## config.mk

```make
export PLATFORM = sky130hd
export DESIGN_NAME = command_line_tokenizer
export DESIGN_NICKNAME = d
export VERILOG_FILES = /design/src/design/cltok_pkg.sv /design/src/design/cltok_lexer.sv /design/src/design/command_line_tokenizer.sv
export SDC_FILE = /design/constraint.sdc
export NUM_CORES = 1
export LEC_CHECK = 0
export BUFFER_PORTS_ARGS = -buffer_cell sky130_fd_sc_hd__buf_2
export CAP_MARGIN = 30
export CORE_MARGIN = 3
export CORE_UTILIZATION = 53
export DETAILED_ROUTE_END_ITERATION = 8
export PLACE_DENSITY_LB_ADDON = 0.05
export SYNTH_ARGS = -nofsm -noshare
export SYNTH_HDL_FRONTEND = slang
export SYNTH_SLANG_ARGS = --single-unit
```

## constraint.sdc

```tcl
create_clock -name clk -period 2.6 [get_ports clk]
set_input_delay 0.26 -clock clk [delete_from_list [all_inputs] [get_ports clk]]
set_output_delay 0.26 -clock clk [all_outputs]
set_load 0.02 [all_outputs]
```

## src/design/cltok_pkg.sv

```systemverilog
// ----------------------------------------------------------------------------
// cltok_pkg
// Shared types, codes and byte classes for the command line tokenizer.
// ----------------------------------------------------------------------------
`timescale 1ns / 1ps

package cltok_pkg;

    localparam int unsigned BYTE_W = 8;

    localparam logic [BYTE_W-1:0] CH_NUL       = 8'h00;
    localparam logic [BYTE_W-1:0] CH_SPACE     = 8'h20;
    localparam logic [BYTE_W-1:0] CH_TAB       = 8'h09;
    localparam logic [BYTE_W-1:0] CH_CR        = 8'h0D;
    localparam logic [BYTE_W-1:0] CH_UNDERSCORE = 8'h5F;
    localparam logic [BYTE_W-1:0] CH_DQUOTE    = 8'h22;
    localparam logic [BYTE_W-1:0] CH_SQUOTE    = 8'h27;
    localparam logic [BYTE_W-1:0] CH_BACKSLASH = 8'h5C;

    localparam logic [1:0] KIND_WORD   = 2'd0;
    localparam logic [1:0] KIND_UNQ    = 2'd1;
    localparam logic [1:0] KIND_STRING = 2'd2;

    localparam logic [2:0] ERR_NONE         = 3'd0;
    localparam logic [2:0] ERR_LETTER_EXP   = 3'd1;
    localparam logic [2:0] ERR_BAD_WORD     = 3'd2;
    localparam logic [2:0] ERR_BAD_UNQ      = 3'd3;
    localparam logic [2:0] ERR_NO_CLOSE     = 3'd4;
    localparam logic [2:0] ERR_SPACE_EXP    = 3'd5;

    localparam logic FTW_RESET = 1'b1;

    typedef struct packed {
        logic [2:0]        error_code;
        logic [1:0]        token_kind;
        logic              line_end;
        logic              token_end;
        logic              has_byte;
        logic [BYTE_W-1:0] out_byte;
    } result_t;

    function automatic logic is_space(input logic [BYTE_W-1:0] c);
        return (c == CH_SPACE) || ((c >= CH_TAB) && (c <= CH_CR));
    endfunction

    function automatic logic is_alpha(input logic [BYTE_W-1:0] c);
        return ((c >= 8'h41) && (c <= 8'h5A)) || ((c >= 8'h61) && (c <= 8'h7A));
    endfunction

    function automatic logic is_word_char(input logic [BYTE_W-1:0] c);
        return is_alpha(c) || ((c >= 8'h30) && (c <= 8'h39)) || (c == CH_UNDERSCORE);
    endfunction

    function automatic logic is_unquoted_char(input logic [BYTE_W-1:0] c);
        return (c > CH_SPACE) && (c != CH_DQUOTE) && (c != CH_SQUOTE);
    endfunction

endpackage

```

## src/design/cltok_lexer.sv

```systemverilog
// ----------------------------------------------------------------------------
// cltok_lexer
// Lexer state machine and result register; takes one held byte per cycle unless a result waits on out_ready.
// ----------------------------------------------------------------------------
`timescale 1ns / 1ps

module cltok_lexer (
    input  logic                            clk,
    input  logic                            rst_n,
    input  logic                            in_valid,
    input  logic [cltok_pkg::BYTE_W-1:0]    in_byte,
    input  logic                            first_token_word,
    input  logic                            out_ready,
    output logic                            in_take,
    output logic                            out_valid,
    output cltok_pkg::result_t              out_result
);

    typedef enum logic [2:0] {
        PH_START,
        PH_WORD,
        PH_UNQ,
        PH_STR,
        PH_ESC,
        PH_QCLOSE,
        PH_SKIPWS,
        PH_DISCARD
    } phase_t;

    phase_t             phase_reg, phase_next;
    logic               seen_reg, seen_next;
    logic               out_valid_reg, out_valid_next;
    cltok_pkg::result_t result_reg;

    phase_t             bt_phase;
    logic               bt_emit;
    cltok_pkg::result_t bt_res;

    logic               emit;
    cltok_pkg::result_t res;
    logic               is_nul;

    assign is_nul = (in_byte == cltok_pkg::CH_NUL);

    // first byte of a token
    always_comb
    begin
        bt_emit  = 1'b1;
        bt_res   = '0;
        bt_phase = PH_DISCARD;
        if (!seen_reg && first_token_word)
        begin
            bt_res.token_kind = cltok_pkg::KIND_WORD;
            if (!cltok_pkg::is_alpha(in_byte))
            begin
                bt_res.error_code = cltok_pkg::ERR_LETTER_EXP;
            end
            else
            begin
                bt_phase        = PH_WORD;
                bt_res.out_byte = in_byte;
                bt_res.has_byte = 1'b1;
            end
        end
        else if (in_byte == cltok_pkg::CH_DQUOTE)
        begin
            bt_emit  = 1'b0;
            bt_phase = PH_STR;
        end
        else
        begin
            bt_res.token_kind = cltok_pkg::KIND_UNQ;
            if (!cltok_pkg::is_unquoted_char(in_byte))
            begin
                bt_res.error_code = cltok_pkg::ERR_BAD_UNQ;
            end
            else
            begin
                bt_phase        = PH_UNQ;
                bt_res.out_byte = in_byte;
                bt_res.has_byte = 1'b1;
            end
        end
    end

    always_comb
    begin
        emit       = 1'b0;
        res        = '0;
        phase_next = phase_reg;
        seen_next  = seen_reg;
        case (phase_reg)
            PH_START, PH_SKIPWS:
            begin
                if (is_nul)
                begin
                    emit         = 1'b1;
                    res.line_end = 1'b1;
                end
                else if ((phase_reg == PH_SKIPWS) && cltok_pkg::is_space(in_byte))
                begin
                    emit = 1'b0;
                end
                else
                begin
                    emit       = bt_emit;
                    res        = bt_res;
                    phase_next = bt_phase;
                    seen_next  = 1'b1;
                end
            end
            PH_WORD, PH_UNQ:
            begin
                emit           = 1'b1;
                res.token_kind = (phase_reg == PH_WORD) ? cltok_pkg::KIND_WORD
                                                        : cltok_pkg::KIND_UNQ;
                if (is_nul)
                begin
                    res.token_end = 1'b1;
                    res.line_end  = 1'b1;
                end
                else if (cltok_pkg::is_space(in_byte))
                begin
                    res.token_end = 1'b1;
                    phase_next    = PH_SKIPWS;
                end
                else if ((phase_reg == PH_WORD) && !cltok_pkg::is_word_char(in_byte))
                begin
                    res.error_code = cltok_pkg::ERR_BAD_WORD;
                    phase_next     = PH_DISCARD;
                end
                else if ((phase_reg == PH_UNQ) && !cltok_pkg::is_unquoted_char(in_byte))
                begin
                    res.error_code = cltok_pkg::ERR_BAD_UNQ;
                    phase_next     = PH_DISCARD;
                end
                else
                begin
                    res.out_byte = in_byte;
                    res.has_byte = 1'b1;
                end
            end
            PH_STR, PH_ESC:
            begin
                res.token_kind = cltok_pkg::KIND_STRING;
                if (is_nul)
                begin
                    emit           = 1'b1;
                    res.error_code = cltok_pkg::ERR_NO_CLOSE;
                    res.line_end   = 1'b1;
                end
                else if ((phase_reg == PH_STR) && (in_byte == cltok_pkg::CH_DQUOTE))
                begin
                    phase_next = PH_QCLOSE;
                end
                else if ((phase_reg == PH_STR) && (in_byte == cltok_pkg::CH_BACKSLASH))
                begin
                    phase_next = PH_ESC;
                end
                else
                begin
                    emit         = 1'b1;
                    res.out_byte = in_byte;
                    res.has_byte = 1'b1;
                    phase_next   = PH_STR;
                end
            end
            PH_QCLOSE:
            begin
                emit           = 1'b1;
                res.token_kind = cltok_pkg::KIND_STRING;
                if (is_nul)
                begin
                    res.token_end = 1'b1;
                    res.line_end  = 1'b1;
                end
                else if (cltok_pkg::is_space(in_byte))
                begin
                    res.token_end = 1'b1;
                    phase_next    = PH_SKIPWS;
                end
                else
                begin
                    res.error_code = cltok_pkg::ERR_SPACE_EXP;
                    phase_next     = PH_DISCARD;
                end
            end
            default:
            begin
                if (is_nul)
                begin
                    emit         = 1'b1;
                    res.line_end = 1'b1;
                end
            end
        endcase
        // line end rewinds to token start
        if (emit && res.line_end)
        begin
            phase_next = PH_START;
            seen_next  = 1'b0;
        end
    end

    // a byte that produces no result never waits on the output side
    assign in_take = in_valid && (!out_valid_reg || out_ready || !emit);

    always_comb
    begin
        if (in_take && emit)
        begin
            out_valid_next = 1'b1;
        end
        else if (out_ready)
        begin
            out_valid_next = 1'b0;
        end
        else
        begin
            out_valid_next = out_valid_reg;
        end
    end

    always_ff @(posedge clk or negedge rst_n)
    begin
        if (!rst_n)
        begin
            phase_reg     <= PH_START;
            seen_reg      <= 1'b0;
            out_valid_reg <= 1'b0;
            result_reg    <= '0;
        end
        else
        begin
            if (in_take)
            begin
                phase_reg <= phase_next;
                seen_reg  <= seen_next;
                if (emit)
                begin
                    result_reg <= res;
                end
            end
            out_valid_reg <= out_valid_next;
        end
    end

    assign out_valid  = out_valid_reg;
    assign out_result = result_reg;

endmodule

```

## src/design/command_line_tokenizer.sv

```systemverilog
// ----------------------------------------------------------------------------
// command_line_tokenizer
// Path: a byte accepted on s_tdata passes through the input register, then
// the lexer logic into the result register that drives m_tvalid.
// Throughput: one byte per cycle while m_tready does not stall a result;
// a stalled result register holds one more byte in the input register.
// Reset: rst_n clears both stages, the lexer goes to token start with no
// token seen, and first_token_word returns to 1.
// ----------------------------------------------------------------------------
`timescale 1ns / 1ps

module command_line_tokenizer (
    input  logic                          clk,
    input  logic                          rst_n,
    // input byte stream
    input  logic                          s_tvalid,
    output logic                          s_tready,
    input  logic [cltok_pkg::BYTE_W-1:0]  s_tdata,   // [7:0] in_byte
    // token stream
    output logic                          m_tvalid,
    input  logic                          m_tready,
    output logic [cltok_pkg::BYTE_W-1:0]  m_tdata,   // [7:0] out_byte
    output logic [6:0]                    m_tuser,   // [0] has_byte, [1] token_end,
                                                     // [3:2] token_kind, [6:4] error_code
    output logic                          m_tlast,   // line_end
    // configuration write: first_token_word
    input  logic                          cfg_valid,
    output logic                          cfg_ready,
    input  logic                          cfg_data
);

    logic                          in_valid_reg, in_valid_next;
    logic [cltok_pkg::BYTE_W-1:0]  in_byte_reg;
    logic                          ftw_reg;
    logic                          take;
    logic                          s_accept;
    logic                          res_valid;
    cltok_pkg::result_t            res;

    // configuration writes are always taken; the block is idle by contract
    assign cfg_ready = 1'b1;

    // the input stage frees itself whenever the lexer consumes its byte
    assign s_tready = !in_valid_reg || take;
    assign s_accept = s_tvalid && s_tready;

    always_comb
    begin
        if (s_accept)
        begin
            in_valid_next = 1'b1;
        end
        else if (take)
        begin
            in_valid_next = 1'b0;
        end
        else
        begin
            in_valid_next = in_valid_reg;
        end
    end

    always_ff @(posedge clk or negedge rst_n)
    begin
        if (!rst_n)
        begin
            in_valid_reg <= 1'b0;
            ftw_reg      <= cltok_pkg::FTW_RESET;
        end
        else
        begin
            in_valid_reg <= in_valid_next;
            if (cfg_valid)
            begin
                ftw_reg <= cfg_data;
            end
        end
    end

    // payload: hold while stalled, load on accept
    always_ff @(posedge clk)
    begin
        if (s_accept)
        begin
            in_byte_reg <= s_tdata;
        end
    end

    cltok_lexer u_lexer (
        .clk              (clk),
        .rst_n            (rst_n),
        .in_valid         (in_valid_reg),
        .in_byte          (in_byte_reg),
        .first_token_word (ftw_reg),
        .out_ready        (m_tready),
        .in_take          (take),
        .out_valid        (res_valid),
        .out_result       (res)
    );

    // pack the result onto the master side
    assign m_tvalid = res_valid;
    assign m_tdata  = res.out_byte;
    assign m_tuser  = {res.error_code, res.token_kind, res.token_end, res.has_byte};
    assign m_tlast  = res.line_end;

endmodule
```

=== Yosys cells after proc, flatten, opt, wreduce, memory -nomap -nowiden ===
Cells that the tools add are included.

* Output and inout port bits: 19
* Input port bits: 14
* Register bits: 31
* Word-level logic and storage cells: 150

* Equality and inequality tests: 20
* Reduce and logical (&&, ||, !) cells: 42
* Muxes and demuxes: 67
* Order comparisons: 9

{| class="wikitable"
|+ Operator list
! cell !! number
|-
| 9-bit 2-to-1 mux || 11
|-
| 3-bit 2-to-1 mux || 20
|-
| 9-bit case mux with 3 select lines || 1
|-
| 1-bit 2-to-1 mux || 23
|-
| 5-bit case mux with 4 select lines || 1
|-
| 8-bit by 6-bit equality test with 1-bit output (second input constant) || 2
|-
| 8-bit by 7-bit equality test with 1-bit output (second input constant) || 2
|-
| 8-bit by 7-bit >= comparator with 1-bit output (second input constant) || 2
|-
| 8-bit by 7-bit less-or-equal comparator with 1-bit output (second input constant) || 2
|-
| 1-bit logical AND || 16
|-
| 16-bit 2-to-1 mux || 1
|-
| 8-bit by 6-bit inequality test with 1-bit output (second input constant) || 2
|-
| 5-bit 2-to-1 mux || 3
|-
| 3-bit inequality test (second input constant) || 5
|-
| 3-bit case mux with 4 select lines || 1
|-
| 10-bit 2-to-1 mux || 1
|-
| 3-bit equality test (second input constant) || 3
|-
| 8-bit by 4-bit >= comparator with 1-bit output (second input constant) || 1
|-
| 8-bit by 6-bit >= comparator with 1-bit output (second input constant) || 1
|-
| 8-bit by 6-bit > comparator with 1-bit output (second input constant) || 1
|-
| 8-bit by 4-bit less-or-equal comparator with 1-bit output (second input constant) || 1
|-
| 8-bit by 6-bit less-or-equal comparator with 1-bit output (second input constant) || 1
|-
| 8-bit zero test || 1
|-
| 8-bit AND reduction || 1
|-
| other kinds (16) || 35
|}

=== Depth between registers and ports, before layout ===
* Depth in word-level cells: 13
* Mapped depth: 10

=== Cells and area by module ===
A second synthesis with hierarchy kept.

* Cell total of the unflattened synthesis: 200
* Area, all modules: 1,866.8 um2

{| class="wikitable"
|+ By module, submodules not included
! module !! area an instance (um2) !! times used !! cells an instance !! sequential area each (um2)
|-
| cltok_lexer || 1,522.7 || 1 || 184 || 525.5
|-
| command_line_tokenizer || 344.1 || 1 || 16 || 291.5
|}

=== Worst setup path after synthesis ===
OpenSTA, ideal clock, no wires.

* Path kind: reg2reg
* From: register in_byte_reg[4] (netlist bit)
* To: register in_byte_reg[0] (netlist bit) (enable)
* Path slack: 105 ps
* Stages on the path, launching flop included: 9
* Required time: 2,268 ps
* Arrival time: 2,164 ps
* Clock period less this slack: 2,495 ps
* Setup time: 332 ps
* Cells stage by stage: edfxtp_1 -> buf_2 -> or3_1 -> buf_2 -> a211oi_2 -> a221oi_2 -> o31ai_1 -> or2_1 -> and2_1

* Word-level cells in the longest chain between the ends: 12
* Elaborated cells between the ends (all ways): 25
* Classes of those cells: 2 x order compare; 3 x eq/ne; 9 x mux; 11 x reduce/logical

{| class="wikitable"
|+ Ends and longest elaborated chain
! what !! RTL line !! RTL
|-
| start, declared || command_line_tokenizer.sv:33 || <nowiki>logic [cltok_pkg::BYTE_W-1:0] in_byte_reg;</nowiki>
|-
| start signal, assigned || command_line_tokenizer.sv:85 || <nowiki>in_byte_reg <= s_tdata;</nowiki>
|-
| 8-bit by 4-bit >= comparator with 1-bit output or 8-bit by 4-bit less-or-equal comparator with 1-bit output (tied branches) || cltok_pkg.sv:43 || <nowiki>return (c == CH_SPACE) || ((c >= CH_TAB) && (c <= CH_CR));</nowiki>
|-
| 1-bit logical AND || cltok_pkg.sv:43 ||
|-
| 1-bit logical OR || cltok_pkg.sv:43 ||
|-
| 1-bit logical AND || cltok_lexer.sv:100 || <nowiki>else if ((phase_reg == PH_SKIPWS) && cltok_pkg::is_space(in_byte))</nowiki>
|-
| 1-bit 2-to-1 mux || cltok_lexer.sv:100 ||
|-
| 1-bit 2-to-1 mux || cltok_lexer.sv:95 || <nowiki>if (is_nul)</nowiki>
|-
| 1-bit case mux with 3 select lines * || cltok_lexer.sv:92 || <nowiki>case (phase_reg)</nowiki>
|-
| 1-bit zero test * || cltok_lexer.sv:206 || <nowiki>assign in_take = in_valid && (!out_valid_reg || out_ready || !emit);</nowiki>
|-
| 1-bit logical OR * || cltok_lexer.sv:206 ||
|-
| 1-bit logical AND * || cltok_lexer.sv:206 ||
|-
| 1-bit logical OR * || command_line_tokenizer.sv:44 || <nowiki>assign s_tready = !in_valid_reg || take;</nowiki>
|-
| named net s_tready || command_line_tokenizer.sv:17 || <nowiki>output logic s_tready,</nowiki>
|-
| 1-bit logical AND * || command_line_tokenizer.sv:45 || <nowiki>assign s_accept = s_tvalid && s_tready;</nowiki>
|}

Mark *: on every way through the listed nets, which the timed path passes. The rest lies on a longest branch.
A chain may end at the register's enable or synchronous reset.

=== Worst setup path after layout ===
* From: register in_byte_reg[6] (netlist bit)
* To: output port s_tready

* Word-level cells in the longest chain between the ends: 11
* Elaborated cells between the ends (all ways): 24
* Classes of those cells: 2 x order compare; 3 x eq/ne; 9 x mux; 10 x reduce/logical

{| class="wikitable"
|+ Ends and longest elaborated chain
! what !! RTL line
|-
| 8-bit by 4-bit >= comparator with 1-bit output or 8-bit by 4-bit less-or-equal comparator with 1-bit output (tied branches) || cltok_pkg.sv:43
|-
| 1-bit logical AND || cltok_pkg.sv:43
|-
| 1-bit logical OR || cltok_pkg.sv:43
|-
| 1-bit logical AND || cltok_lexer.sv:100
|-
| 1-bit 2-to-1 mux || cltok_lexer.sv:100
|-
| 1-bit 2-to-1 mux || cltok_lexer.sv:95
|-
| 1-bit case mux with 3 select lines * || cltok_lexer.sv:92
|-
| 1-bit zero test * || cltok_lexer.sv:206
|-
| 1-bit logical OR * || cltok_lexer.sv:206
|-
| 1-bit logical AND * || cltok_lexer.sv:206
|-
| 1-bit logical OR * || command_line_tokenizer.sv:44
|-
| end, declared || command_line_tokenizer.sv:17
|}

Mark *: on every way between the ends. The rest lies on a longest branch, timed or not.

==> metrics.txt <==
Yosys warnings 0; number of buffers added on ports 31; Worst R2R End u_lexer.phase_reg[0]; Post-Syn Nets 223; Static Leak 1.07 nW; clock slew at reported path FFs 0.06 ns; status finished clean; adder-cell share of the synthesized area 0%; post-synthesis compound-gate area fraction 27.0%; final hold vios 0; relative slew slack 65.0%; number of synthesized flops with an enable pin 8; hpwl dp 3.76 mm; top post-synthesis cells by count nand2_1, dfrtp_1, nor2_1; Crit Reg-Reg Startpoint in_byte_reg[6]; Placer Congestion 0.981; multiplexer share of the synthesized area 2.81%; clock buffer depth 2; setup TNS 0 ns; GR Layer Usage met2 39.7%; Yosys top cell area share 28.1%; crit-path cells or3_1, buf_4, nor3_4, o31ai_2, or2_1, buf_2; Largest register FFs 16; Initial Utilization 57.0%; Slew Limit Fails 0; worst IR drop on VDD 482 µV; Root Driver clkbuf_8; largest net degree at the start of global routing 24; Layout Utilization 70.4%; mean post-synth cell area 9.39 µm²; RSZ-0062 raised after global routing no; min cycle time layout 2.49 ns; diode count 0; type of origin of the critical path register; FILL cells 309; number of synthesized register bits 31; row cnt 21; placed cell areas 0.00227 mm²; antenna violations before repair 0; most common cell in the netlist nand2_1; largest family of logic cells by synthesized area compound AO/OA/AOI/OAI gates; antenna-violating nets left 0; final setup fails 0; DRC violation total after the first TritonRoute iteration 87; CP top delay family simple AND/OR/NAND/NOR gates; htree depth 2; Mapped Area 0.00196 mm²; DRT Wirelength 4.77 mm; hold path depth 1; clk sink count 31; Hold EP in_byte_reg[2]; layout cells sized above 1 30.9%; vias per cell 5.95; Worst path max stage delay 0.47 ns; total global routing overflow 0; top post-synthesis cells by area dfrtp_1, edfxtp_1, nand2_1, o31ai_1, a21oi_1; Crit path arrival time 2.23 ns; die height 66.8 µm; Multi-input gate area 0.00106 mm²; required time worst endpoint 2.34 ns; GRT Total Usage 24.3%; fin crit share 95.9%; worst min-delay path category input pin to register; vias in the first global route 1,797; crit-path max FO 5; overall power 2.29 mW; crit path kind register to output port; die footprint 0.00447 mm²; io pins 33; fmax 401 MHz; clock tree from TritonCTS done; busiest layer in global routing met2; Yosys cell types 59; async set or reset register ratio after synthesis 74.2%; Main synth FF type dfrtp_1; Layout Nets 272; post-synthesis simple-gate area fraction 22.2%; WP buf/inv 2; CTS buffer count 5; drt wl/cell 15.6 µm; area leader, netlist dfrtp_1; Vias 1,816; CP Capture Type output port; FF-to-FF setup slack 0.16 ns; critical hold path startpoint s_tdata[2]; storage element area 817 µm²; final instance area 0.00242 mm²; Area Overhead vs Synth 23.6%; Hold WS 0.144 ns; XOR/XNOR Fraction of Synth Area 0%; drt drc 0; Syn Inst Count 209; pwr dens 944 mW/mm²; GRT met1 Usage 29.2%; Chip Width 66.8 µm; worst skew pair latency 0.29 ns; Reg2Reg Depth 7; Worst Tran Pin Value 0.525 ns; Clock Skews 0.00312 ns; core area 0.00344 mm²; post-synthesis sequential area ratio 41.6%; met3 Use GR 6.07%; maxcap violations 0; Pre-antenna DRT Iters 4; first-pass GRT wire length 8.15 mm; Slowest cell on crit path or3_1
-- how the worst max path moves through the flow --
stage                        start              endpoint  slack (ns)  depth (start not counted)
floorplan           in_byte_reg[4]        in_byte_reg[0]        0.10                          8
global placement    in_byte_reg[6]  u_lexer.phase_reg[0]        0.21                          7
detailed placement  in_byte_reg[3]        in_byte_reg[7]        0.16                          7
CTS                 in_byte_reg[3]              s_tready        0.09                          7
global route        in_byte_reg[7]              s_tready       0.002                          6
finish              in_byte_reg[6]              s_tready        0.11                          6
-- final cells by class --
cell class,count,share of cell area (%)
clock buffers,5,2.84
clock inverters,3,1.60
inverters,11,1.70
multi-input cells,153,43.5
flip-flops and latches,31,33.7
well taps,46,2.37
repair buffers,56,14.2
-- kinds of logic after synthesis --
logic type	after synthesis
buffers and inverters	25
and+or+nand+nor	80
other	1
AOI/OAI and AO/OA	67
DFF	31
muxes	5
-- cell usage in the layout, fill, tap and decap left out, types with 5 or more instances in the layout --
master and instances:
inv_1 11, edfxtp_1 8, nor2_1 14, o21ai_0 12, buf_4 24, nand2_1 25
a21oi_1 12, nand2b_1 5, o31ai_1 10, nor2b_1 5, clkbuf_8 5, nand4_1 5
buf_2 31, dfrtp_1 22
-- layer usage --
metal	wire length, µm	vias up	part of all wire, %
li1	-	876	-
met2	2240	62	47
met5	0	-	0
met4	162	0	3.4
met1	2030	863	43
met3	332	15	7.0
-- worst reg2reg max path: stages, from the launching register on --
cell	delay [ns]
edfxtp_1	0.46
or3_1	0.47
a211oi_2	0.25
a221oi_2	0.10
buf_4	0.18
o311ai_4	0.31
nand4_1	0.19
mux2_1	0.35
-- where the power goes --
| group | internal (mW) | switching, mW | total (mW) |
|---|---|---|---|
| Clock | 0.280 | 0.178 | 0.458 |
| Sequential | 0.631 | 0.108 | 0.739 |
| Combinational | 0.443 | 0.648 | 1.09 |
| Total | 1.35 | 0.934 | 2.29 |
-- what timing repair did --
action	CTS	global route
hold endpoints to repair	22	0
setup endpoints to repair	0	18
setup buffers	0	2
gates resized for setup	0	3
hold buffers	1	0
-- per-stage QoR --
step	cells	setup WS [ns]
after global routing	305	0.00232
after global placement	294	0.211
after CTS	303	0.0936
final	305	0.107
after floorplan	209	0.105
after detailed placement	294	0.157
Note: power is estimated with default switching activity, not from simulation.
